**config.mk**
```make
export PLATFORM = sky130hd
export DESIGN_NAME = fifo_byte_budget_cache_evict_core
export DESIGN_NICKNAME = d
export VERILOG_FILES = /design/src/hw/rtl/fbbce_pkg.sv /design/src/hw/rtl/fbbce_mem.sv /design/src/hw/rtl/fbbce_alu.sv /design/src/hw/rtl/fifo_byte_budget_cache_evict_core.sv
export SDC_FILE = /design/constraint.sdc
export NUM_CORES = 1
export LEC_CHECK = 0
export BUFFER_PORTS_ARGS = -buffer_cell sky130_fd_sc_hd__buf_4
export CAP_MARGIN = 10
export CORE_MARGIN = 3
export CORE_UTILIZATION = 65
export DETAILED_ROUTE_END_ITERATION = 6
export GPL_ROUTABILITY_DRIVEN = 0
export PLACE_DENSITY_LB_ADDON = 0.05
export SETUP_SLACK_MARGIN = 0.05
export SLEW_MARGIN = 20
export SYNTH_ARGS = -nofsm -noshare
export SYNTH_HDL_FRONTEND = slang
export SYNTH_SLANG_ARGS = --single-unit
```
**constraint.sdc**
```tcl
create_clock -name clk -period 9.9 [get_ports clk]
set_input_delay 1.485 -clock clk [delete_from_list [all_inputs] [get_ports clk]]
set_output_delay 1.485 -clock clk [all_outputs]
set_load 0.005 [all_outputs]
```
**src/hw/rtl/fbbce_pkg.sv**
```systemverilog
package fbbce_pkg;

  localparam int STORE_DEPTH = 16;
  localparam int IDX_W       = $clog2(STORE_DEPTH);
  localparam int CNT_W       = $clog2(STORE_DEPTH + 1);

  localparam int TAG_W       = 16;
  localparam int SIZE_W      = 16;
  localparam int REMOVED_W   = 20;
  localparam int OCC_W       = 32;
  localparam int COUNT_W     = 5;
  localparam int DATA_W      = 32;
  localparam int ADDR_W      = 3;
  localparam int WORD_W      = TAG_W + SIZE_W;

  localparam logic [ADDR_W-3:0] REG_MAX_STORE_BYTES = '0;

  typedef enum logic [1:0] {
    ALU_ADD = 2'd0,
    ALU_SUB = 2'd1,
    ALU_CMP = 2'd2
  } alu_op_t;

  typedef struct packed {
    alu_op_t            op;
    logic [OCC_W-1:0]   acc;
    logic [SIZE_W-1:0]  operand;
    logic [OCC_W-1:0]   limit;
  } alu_req_t;

  typedef struct packed {
    logic [OCC_W-1:0] value;
    logic             over;
  } alu_rsp_t;

endpackage

```
**src/hw/rtl/fbbce_mem.sv**
```systemverilog
module fbbce_mem (
  input  logic                      clk,
  input  logic                      wr_en,
  input  logic [fbbce_pkg::IDX_W-1:0]  wr_addr,
  input  logic [fbbce_pkg::WORD_W-1:0] wr_data,
  input  logic [fbbce_pkg::IDX_W-1:0]  rd_addr,
  output logic [fbbce_pkg::WORD_W-1:0] rd_data
);
  import fbbce_pkg::*;

  logic [WORD_W-1:0] mem [STORE_DEPTH];
  logic [WORD_W-1:0] rd_data_r;

  always_ff @(posedge clk) begin
    if (wr_en) begin
      mem[wr_addr] <= wr_data;
    end
  end

  always_ff @(posedge clk) begin
    rd_data_r <= mem[rd_addr];
  end

  assign rd_data = rd_data_r;

endmodule

```
**src/hw/rtl/fbbce_alu.sv**
```systemverilog
module fbbce_alu (
  input  fbbce_pkg::alu_req_t req,
  output fbbce_pkg::alu_rsp_t rsp
);
  import fbbce_pkg::*;

  logic [OCC_W:0] operand_x;
  logic [OCC_W:0] sum;
  logic           is_sub;

  always_comb begin
    is_sub    = (req.op == ALU_SUB);
    operand_x = is_sub ? ~{{(OCC_W + 1 - SIZE_W){1'b0}}, req.operand}
                       : {{(OCC_W + 1 - SIZE_W){1'b0}}, req.operand};
    sum       = {1'b0, req.acc} + operand_x + (OCC_W + 1)'(is_sub);
    rsp.value = sum[OCC_W-1:0];
    rsp.over  = 1'b0;
    case (req.op)
      ALU_ADD: begin
        rsp.value = sum[OCC_W] ? '1 : sum[OCC_W-1:0];
      end
      ALU_SUB: begin
        rsp.value = sum[OCC_W] ? '0 : sum[OCC_W-1:0];
      end
      ALU_CMP: begin
        rsp.over = (sum > {1'b0, req.limit});
      end
      default: begin
        rsp.value = sum[OCC_W-1:0];
      end
    endcase
  end

endmodule

```
**src/hw/rtl/fifo_byte_budget_cache_evict_core.sv**
```systemverilog
// FIFO cache store with a byte budget. Each input transfer inserts one entry
// (tag and size) at the back of a 16-entry FIFO. Before the insert, the oldest
// entries are evicted while the store is full by count, or while the budget
// is non-zero and the held bytes plus the new size exceed it; eviction stops
// when the store runs empty. Each eviction gives one result transfer, and a
// completion result with last set follows. The budget is register 0 at byte
// address 0 of the APB port and resets to zero, which disables byte-driven
// eviction. The sequencer steps through a check, an evict and a result state
// per eviction, then an insert and the completion result; it runs every
// occupancy compare, subtract and add through one shared 33-bit adder and
// reads the head entry from a registered memory port. Result stalls hold it.
// The input is stalled until the completion result has been transferred.
module fifo_byte_budget_cache_evict_core (
  input  logic                             clk,
  input  logic                             rst_n,

  input  logic                             psel,
  input  logic                             penable,
  input  logic                             pwrite,
  input  logic [fbbce_pkg::ADDR_W-1:0]     paddr,
  input  logic [fbbce_pkg::DATA_W-1:0]     pwdata,
  output logic [fbbce_pkg::DATA_W-1:0]     prdata,
  output logic                             pready,

  input  logic                             in_valid,
  output logic                             in_stall,
  input  logic [fbbce_pkg::TAG_W-1:0]      in_entry_tag,
  input  logic [fbbce_pkg::SIZE_W-1:0]     in_payload_bytes,

  output logic                             out_valid,
  input  logic                             out_stall,
  output logic                             out_result_kind,
  output logic [fbbce_pkg::TAG_W-1:0]      out_evicted_tag,
  output logic [fbbce_pkg::SIZE_W-1:0]     out_evicted_bytes,
  output logic [fbbce_pkg::REMOVED_W-1:0]  out_removed_total,
  output logic [fbbce_pkg::OCC_W-1:0]      out_occupancy_bytes,
  output logic [fbbce_pkg::COUNT_W-1:0]    out_entry_count,
  output logic                             out_last
);
  import fbbce_pkg::*;

  typedef enum logic [4:0] {
    S_IDLE   = 5'b00001,
    S_CHECK  = 5'b00010,
    S_EVICT  = 5'b00100,
    S_INSERT = 5'b01000,
    S_OUT    = 5'b10000
  } state_t;

  state_t state_r, state_nxt;

  logic [OCC_W-1:0]     max_bytes_r;
  logic [IDX_W-1:0]     head_r, head_nxt;
  logic [IDX_W-1:0]     tail_r, tail_nxt;
  logic [CNT_W-1:0]     count_r, count_nxt;
  logic [OCC_W-1:0]     held_r, held_nxt;
  logic [REMOVED_W-1:0] removed_r, removed_nxt;
  logic [TAG_W-1:0]     tag_r;
  logic [SIZE_W-1:0]    size_r;

  logic                 kind_r, last_r;
  logic [TAG_W-1:0]     etag_r;
  logic [SIZE_W-1:0]    ebytes_r;
  logic [REMOVED_W-1:0] oremoved_r;
  logic [OCC_W-1:0]     occ_r;
  logic [COUNT_W-1:0]   ocount_r;

  alu_req_t             alu_req;
  alu_rsp_t             alu_rsp;
  logic [WORD_W-1:0]    head_word;
  logic [TAG_W-1:0]     head_tag;
  logic [SIZE_W-1:0]    head_size;
  logic [REMOVED_W:0]   removed_sum;
  logic                 store_full;
  logic                 do_evict;
  logic                 mem_wr_en;
  logic                 in_xfer;
  logic                 out_xfer;
  logic                 cfg_wr;

  assign pready  = 1'b1;
  assign cfg_wr  = psel && penable && pwrite && pready;
  assign prdata  = (paddr[ADDR_W-1:2] == REG_MAX_STORE_BYTES) ? max_bytes_r : '0;

  always_ff @(posedge clk) begin
    if (!rst_n) begin
      max_bytes_r <= '0;
    end else if (cfg_wr && paddr[ADDR_W-1:2] == REG_MAX_STORE_BYTES) begin
      max_bytes_r <= pwdata;
    end
  end

  assign in_stall  = (state_r != S_IDLE);
  assign in_xfer   = in_valid && !in_stall;
  assign out_valid = (state_r == S_OUT);
  assign out_xfer  = out_valid && !out_stall;

  assign head_tag  = head_word[WORD_W-1:SIZE_W];
  assign head_size = head_word[SIZE_W-1:0];
  assign mem_wr_en = (state_r == S_INSERT);

  fbbce_mem u_mem (
    .clk     (clk),
    .wr_en   (mem_wr_en),
    .wr_addr (tail_r),
    .wr_data ({tag_r, size_r}),
    .rd_addr (head_r),
    .rd_data (head_word)
  );

  always_comb begin
    alu_req.acc   = held_r;
    alu_req.limit = max_bytes_r;
    case (state_r)
      S_EVICT: begin
        alu_req.op      = ALU_SUB;
        alu_req.operand = head_size;
      end
      S_INSERT: begin
        alu_req.op      = ALU_ADD;
        alu_req.operand = size_r;
      end
      default: begin
        alu_req.op      = ALU_CMP;
        alu_req.operand = size_r;
      end
    endcase
  end

  fbbce_alu u_alu (
    .req (alu_req),
    .rsp (alu_rsp)
  );

  assign store_full  = (count_r == CNT_W'(STORE_DEPTH));
  assign do_evict    = (count_r != '0) &&
                       (store_full || (max_bytes_r != '0 && alu_rsp.over));
  assign removed_sum = {1'b0, removed_r} + (REMOVED_W + 1)'(head_size);

  always_comb begin
    state_nxt   = state_r;
    head_nxt    = head_r;
    tail_nxt    = tail_r;
    count_nxt   = count_r;
    held_nxt    = held_r;
    removed_nxt = removed_r;
    case (state_r)
      S_IDLE: begin
        if (in_xfer) begin
          removed_nxt = '0;
          state_nxt   = S_CHECK;
        end
      end
      S_CHECK: begin
        state_nxt = do_evict ? S_EVICT : S_INSERT;
      end
      S_EVICT: begin
        head_nxt    = (head_r == IDX_W'(STORE_DEPTH - 1)) ? '0 : head_r + IDX_W'(1);
        count_nxt   = count_r - CNT_W'(1);
        held_nxt    = alu_rsp.value;
        removed_nxt = removed_sum[REMOVED_W] ? '1 : removed_sum[REMOVED_W-1:0];
        state_nxt   = S_OUT;
      end
      S_INSERT: begin
        tail_nxt  = (tail_r == IDX_W'(STORE_DEPTH - 1)) ? '0 : tail_r + IDX_W'(1);
        count_nxt = count_r + CNT_W'(1);
        held_nxt  = alu_rsp.value;
        state_nxt = S_OUT;
      end
      S_OUT: begin
        if (out_xfer) begin
          state_nxt = last_r ? S_IDLE : S_CHECK;
        end
      end
      default: begin
        state_nxt = S_IDLE;
      end
    endcase
  end

  always_ff @(posedge clk) begin
    if (!rst_n) begin
      state_r <= S_IDLE;
      head_r  <= '0;
      tail_r  <= '0;
      count_r <= '0;
      held_r  <= '0;
    end else begin
      state_r <= state_nxt;
      head_r  <= head_nxt;
      tail_r  <= tail_nxt;
      count_r <= count_nxt;
      held_r  <= held_nxt;
    end
  end

  always_ff @(posedge clk) begin
    removed_r <= removed_nxt;
    if (in_xfer) begin
      tag_r  <= in_entry_tag;
      size_r <= in_payload_bytes;
    end
    if (state_r == S_EVICT) begin
      kind_r     <= 1'b0;
      last_r     <= 1'b0;
      etag_r     <= head_tag;
      ebytes_r   <= head_size;
      oremoved_r <= removed_nxt;
      occ_r      <= held_nxt;
      ocount_r   <= COUNT_W'(count_nxt);
    end else if (state_r == S_INSERT) begin
      kind_r     <= 1'b1;
      last_r     <= 1'b1;
      etag_r     <= '0;
      ebytes_r   <= '0;
      oremoved_r <= removed_nxt;
      occ_r      <= held_nxt;
      ocount_r   <= COUNT_W'(count_nxt);
    end
  end

  assign out_result_kind     = kind_r;
  assign out_evicted_tag     = etag_r;
  assign out_evicted_bytes   = ebytes_r;
  assign out_removed_total   = oremoved_r;
  assign out_occupancy_bytes = occ_r;
  assign out_entry_count     = ocount_r;
  assign out_last            = last_r;

  a_count_bound: assert property (@(posedge clk) disable iff (!rst_n)
    count_r <= CNT_W'(STORE_DEPTH))
    else $error("Entry count exceeds the store depth.");

  a_accept_to_check: assert property (@(posedge clk) disable iff (!rst_n)
    in_xfer |=> state_r == S_CHECK)
    else $error("Accepted insert did not start the eviction check.");

  a_evict_nonempty: assert property (@(posedge clk) disable iff (!rst_n)
    state_r == S_EVICT |-> count_r != '0)
    else $error("Eviction started on an empty store.");

  a_kind_is_last: assert property (@(posedge clk) disable iff (!rst_n)
    out_valid |-> out_result_kind == out_last)
    else $error("Result kind and last flag disagree.");

  a_done_nonempty: assert property (@(posedge clk) disable iff (!rst_n)
    (out_valid && out_last) |-> out_entry_count != '0)
    else $error("Completion result reports an empty store.");

endmodule

```
==> results of run 1 <==
==> kinds of logic after synthesis <==
kind of cell	synth area share (%)
flops	68.2
other cells	0.0118
xor+xnor	1.29
simple gates	6.77
compound gates	6.68
mux	11.5
buf+inv	1.90
fa+ha+maj	3.61
==> layer usage <==
layer | track usage (%) | share of wire [%]
met5 | 0 | 0
met4 | 11.7 | 3.5
met3 | 4.46 | 6.8
met2 | 49.8 | 50
met1 | 40.1 | 40
==> state kept, by name, indices dropped and copies added (netlist names) <==
signal               flops
tag_r                   16
out_evicted_bytes       16
out_removed_total       20
u_mem.mem              512
out_occupancy_bytes     32
max_bytes_r             32
tail_r                   4
head_r                   4
u_mem.rd_data           32
held_r                  32
out_evicted_tag         16
out_entry_count          5
state_r                  5
size_r                  16
removed_r               20
count_r                  5
out_last                 1
==> cell usage after synthesis (all sizes together) (2+ instances only) <==
cell type / count
edfxtp: 633
mux4: 160
dfxtp: 135
nand2: 124
nor2: 119
a21oi: 98
ha: 87
and2: 77
clkbuf: 72
inv: 54
o21ai: 48
a21boi: 37
a21o: 28
buf: 27
xnor2: 24
a31oi: 23
o22ai: 23
xor2: 23
nand3: 21
nor3: 18
a211oi: 17
nand4: 14
nor4: 13
o21a: 13
nand2b: 12
nor2b: 10
and4: 6
nor3b: 5
o31ai: 5
a221oi: 4
a31o: 4
and3: 4
or2: 4
or3: 4
a2111oi: 3
a311oi: 3
fa: 3
mux2i: 3
nand3b: 3
nand4b: 3
o21bai: 3
a311o: 2
mux2: 2
o221ai: 2
==> power by group <==
group	internal (mW)	switching, mW
logic	0.0637	0.0902
registers	3.53	0.0518
clock network	1.58	1.18
total	5.17	1.32
==> worst max path at each step <==
stage / endpoint / cells past startpoint
6_report: state_r[2]$_SDFFE_PN0P_ / 23
5_1_grt: state_r[2]$_SDFFE_PN0P_ / 23
4_1_cts: state_r[2]$_SDFFE_PN0P_ / 23
3_5_place_dp: state_r[2]$_SDFFE_PN0P_ / 23
3_3_place_gp: state_r[2]$_SDFFE_PN0P_ / 23
2_1_floorplan: state_r[2]$_SDFFE_PN0P_ / 25
==> layout make-up <==
cell class,count,share of cell area [%]
flip-flops and latches,768,59.8
well taps,615,2.12
diodes,1,0.00689
clock buffers,106,5.92
inverters,55,0.569
repair buffers,226,4.69
clock inverters,35,0.679
multi-input cells,1070,26.2
==> per-stage QoR <==
| stage | instance area [um^2] | std cells |
|---|---|---|
| final | 36300 | 2876 |
| after global routing | 36300 | 2875 |
| after CTS | 36300 | 2874 |
| after detailed placement | 33900 | 2733 |
| after global placement | 33900 | 2733 |
| after floorplan | 31800 | 1992 |
==> critical path, cell delays in order (launching register included) <==
cell and delay (ns):
dfxtp_1 0.37, nor3_1 0.28, nand2b_2 0.39, inv_2 0.61
buf_4 0.61, ha_1 0.35, a21oi_1 0.10, o21a_1 0.17
o31ai_1 0.55, nor4_1 0.10, a221oi_1 0.39, a21oi_1 0.14
xor2_1 0.23, inv_1 0.13, ha_1 0.30, a21oi_1 0.15
nor2b_1 0.06, o21ai_0 0.14, nand3b_1 0.13, a2111oi_0 0.50
o211ai_1 0.16, a31oi_1 0.30, o41ai_1 0.17, nor2b_1 0.18
==> summary.md, run 1 <==
| Metric | Value |
|---|---|
| Worst hold slack | `0.482 ns` |
| Routed wire per std cell | `26.0 um` |
| Worst-Skew Late Latency | `0.62 ns` |
| Pwr/cell area | `179 nW/um^2` |
| Fillers | `2764` |
| Routed WL | `74800 um` |
| Average size of a mapped cell | `16.0 um^2` |
| Worst slew margin | `32.7%` |
| Die Ht | `227 um` |
| Internal reg-to-reg setup slack | `3.21 ns` |
| WHS Endpoint | `max_bytes_r[9]$_SDFFE_PN0P_` |
| Clk_skew | `0.0248 ns` |
| GRT overflow | `0` |
| Top FF cell, synth | `edfxtp_1` |
| Asr flop ratio synth | `0%` |
| Leading cell types in the layout, fill and taps excluded | `edfxtp_1 (633), buf_4 (224), mux4_2 (160)` |
| Area added between synthesis and finish | `14.1%` |
| Num CTS Buffers | `77` |
| CTS Hold Bufs | `0` |
| Leading area contributor after synthesis | `edfxtp_1` |
| Clock root buffer | `clkbuf_16` |
| Largest net degree at the start of global routing | `73` |
| Via-to-Cell Ratio | `6.42` |
| CTS tree | `yes` |
| Rows | `80` |
| Startpoint Class | `register` |
| Post-synth EDFFs | `633` |
| DRT iter0 DRCs | `1821` |
| Worst R2R Start | `state_r[0]$_SDFFE_PN1P_` |
| I/O Buffers | `196` |
| Yosys reg bits | `768` |
| Initial antenna violation count | `1` |
| Buffer count from post-CTS setup fixing | `0` |
| Hold Path Origin | `max_bytes_r[9]$_SDFFE_PN0P_` |
| Number of setup violations in the final report | `0` |
| Top cells by area, synth | `edfxtp_1 (60%), mux4_2 (11%), dfxtp_1 (8.5%)` |
| CTS resizes | `0` |
| Worst slack at placement | `3.29 ns` |
| Final worst-path cycle share | `67.6%` |
| GRT Util Overall | `29.7%` |
| Mapped Area | `31800 um^2` |
| Via Count | `18500` |
| Max_cap viols | `0` |
| Setup ws final | `3.21 ns` |
| Share of the synthesized area in the top cell type | `59.7%` |
| Post-layout min period | `6.69 ns` |
| Initial core utilization | `66.2%` |
| CP arrival | `7.20 ns` |
| WP data required | `10.40 ns` |
| Sequential area share after synthesis | `68.2%` |
| CP Capture Type | `register` |
| Nets | `2362` |
| Overall Power | `6.49 mW` |
| TNS Setup | `0 ns` |
| Die ar. | `51600 um^2` |
| CP Launch Point | `state_r[0]$_SDFFE_PN1P_` |
| Gate count after technology mapping | `1992` |
| Class of the most critical hold timing path | `reg2reg` |
| Slew @ Worst Pin | `1.01 ns` |
| Dpl hpwl | `42700 um` |
| Clock tree sinks | `768` |
| DRC Markers | `0` |
| DRT antenna net count | `0` |
| Clock Pin Slew Worst Setup and Hold Paths | `0.06 ns` |
| First-pass GRT wire length | `112000 um` |
| Commonest non-fill, non-tap cell in the layout | `edfxtp_1` |
| Slew Viols, Final | `0` |
| RSZ-0062 raised after global routing | `no` |
| LEAKAGE | `12.8 nW` |
| Syn Nets | `2156` |
| Die W | `227 um` |
| Final hold vios | `0` |
| Largest fanout on the critical path | `53` |
| Max VDD drop | `0.000248 V` |
| Share of cells above drive strength 1 | `23.1%` |
| Multi-input logic area | `9510 um^2` |
| Number of global-route vias before repair | `18500` |
| Crit path kind | `reg2reg` |
| Hold Crit Depth | `2` |
| Core area | `48000 um^2` |
| # IOs | `200` |
| R2R depth | `23` |
| FF/Latch Area | `21700 um^2` |
| Drt pass-1 iters | `5` |
| Critical R2R Capture | `state_r[2]$_SDFFE_PN0P_` |
| Fmax | `0.149 GHz` |
| H-tree Lvls | `3` |
| Status | `finished clean` |
| CTS max path bufs | `3` |
| Final Util | `75.6%` |
| Netlist cell types | `75` |
| Syn. warnings | `0` |
No activity file was read; power rests on OpenSTA's default activity.
==> run 2, diff against run 1 <==
- CORE_UTILIZATION: 65 -> 55
- clock period: 9.9 -> 6.1 ns (I/O delays scaled with it)
==> summary.md, run 2 (same netlist as run 1, synthesis figures left out) <==
| Metric | Value |
|---|---|
| DRC Markers | `0` |
| Largest net degree at the start of global routing | `99` |
| Number of global-route vias before repair | `18500` |
| FF/Latch Area | `21700 um^2` |
| TNS Setup | `0 ns` |
| RSZ-0062 raised after global routing | `no` |
| Num CTS Buffers | `79` |
| Pwr/cell area | `292 nW/um^2` |
| Startpoint Class | `register` |
| Die W | `247 um` |
| Clock Pin Slew Worst Setup and Hold Paths | `0.06 ns` |
| Max reg flops | `512` |
| CTS Hold Bufs | `0` |
| Worst hold slack | `0.461 ns` |
| Fillers | `4076` |
| Slew @ Worst Pin | `1.06 ns` |
| DRT antenna net count | `0` |
| Buffer count from post-CTS setup fixing | `0` |
| Fmax | `0.176 GHz` |
| Final worst-path cycle share | `93.1%` |
| WP data required | `6.61 ns` |
| Max_cap viols | `0` |
| Class of the most critical hold timing path | `in2reg` |
| # IOs | `200` |
| DP Area | `34300 um^2` |
| Initial core utilization | `56.0%` |
| Final hold vios | `0` |
| Max VDD drop | `0.000358 V` |
| H-tree Lvls | `3` |
| Initial antenna violation count | `1` |
| Clk_skew | `0.0208 ns` |
| CTS tree | `yes` |
| Leading cell types in the layout, fill and taps excluded | `edfxtp_1 (633), buf_4 (245), mux4_2 (160)` |
| Worst slew margin | `29.1%` |
| CP Capture Type | `register` |
| Overall Power | `10.8 mW` |
| Via Count | `18300` |
| DRT iter0 DRCs | `1497` |
| Crit path kind | `reg2reg` |
| Rows | `87` |
| Multi-input logic area | `9580 um^2` |
| Routed wire per std cell | `24.3 um` |
| Commonest non-fill, non-tap cell in the layout | `edfxtp_1` |
| GRT Util Overall | `24.5%` |
| Number of setup violations in the final report | `0` |
| LEAKAGE | `13.0 nW` |
| Worst-Skew Late Latency | `0.63 ns` |
| Largest Register | `u_mem.mem` |
| Via-to-Cell Ratio | `6.02` |
| Dpl hpwl | `43500 um` |
| Fin area | `36900 um^2` |
| Die Ht | `247 um` |
| N_diodes | `0` |
| Clock root buffer | `clkbuf_16` |
| I/O Buffers | `196` |
| Status | `finished clean` |
| CP arrival | `6.19 ns` |
| First-pass GRT wire length | `111000 um` |
| Die ar. | `60800 um^2` |
| Final Util | `64.9%` |
| Core area | `56800 um^2` |
| CTS max path bufs | `3` |
| Routed WL | `73800 um` |
| Drt pass-1 iters | `5` |
| Largest fanout on the critical path | `12` |
| Post-layout min period | `5.68 ns` |
| GRT overflow | `0` |
| Slew Viols, Final | `0` |
| Nets | `2385` |
| Share of cells above drive strength 1 | `25.1%` |
| Area added between synthesis and finish | `15.9%` |
| Clock tree sinks | `768` |
## run 2: cell count changes in the layout (fill, tap and decap cells not counted), moves of 4 or more
cell,previous run,this run
and2_2,1,12
clkbuf_1,21,15
clkinv_2,13,17
buf_4,224,245
and2_1,76,65
and4_2,0,4
and4_1,6,2
## run 2: path summary, 6_finish.rpt
check,start,end,slack [ns],cells past startpoint
worst max-delay path,state_r[3]$_SDFFE_PN0P_,state_r[2]$_SDFFE_PN0P_,0.42,22
worst min-delay path,in_entry_tag[11],tag_r[11]$_DFFE_PP_,0.46,1
worst max register to register,state_r[3]$_SDFFE_PN0P_,state_r[2]$_SDFFE_PN0P_,0.42,22
worst min register to register,max_bytes_r[24]$_SDFFE_PN0P_,max_bytes_r[24]$_SDFFE_PN0P_,0.48,2
## run 2: worst max-delay path: stages (launching register included)
cell       delay [ns]
dfxtp_1          0.32
nand2b_1         0.26
nand2b_2         0.42
nand2_1          0.15
o21ai_0          0.16
ha_1             0.41
and3_1           0.20
and2_1           0.19
buf_4            0.16
a32o_2           0.31
a2111oi_4        0.34
nor3_1           0.10
o2111a_1         0.26
o22a_1           0.30
ha_1             0.33
a21o_1           0.16
a21oi_1          0.18
nand3b_1         0.14
a2111oi_1        0.42
o211ai_1         0.15
a31oi_1          0.29
o41ai_1          0.13
nor2b_1          0.18
## run 2: per-layer routing
metal  share of wire [%]  vias up  track usage (%)
met4                 3.2        0             8.22
met1                  41     9296             33.4
met2                  49      642             40.7
met3                 5.9      153             3.87
met5                   0        -                0
li1                    -     8221                -
## run 2: through the flow
| step | setup slack [ns] | std cells |
|---|---|---|
| final | 0.418 | 3042 |
| after floorplan | 0.573 | 1992 |
| after detailed placement | 0.228 | 2895 |
| after CTS | 0.190 | 3041 |
| after global placement | 0.335 | 2895 |
| after global routing | 0.101 | 3042 |
## run 2: layout make-up
class,instances,area share (%)
sequential,768,58.9
tap,756,2.57
multi-input combinational,1071,26.0
timing repair buffer,246,5.04
clock buffer,102,5.88
inverter,55,0.560
clock inverter,44,1.05
## run 2: timing repair
item / 4_1_cts / 5_1_grt
endpoints found under the hold margin: 0 / 0
endpoints found under the setup margin: 0 / 2
gates resized for setup: 0 / 8
## run 2: power by group
part	switching, mW	total, mW	internal [mW]	leakage [nW]
logic	0.151	0.259	0.108	4.79
clock network	1.99	4.69	2.70	1.25
registers	0.0835	5.81	5.73	6.94
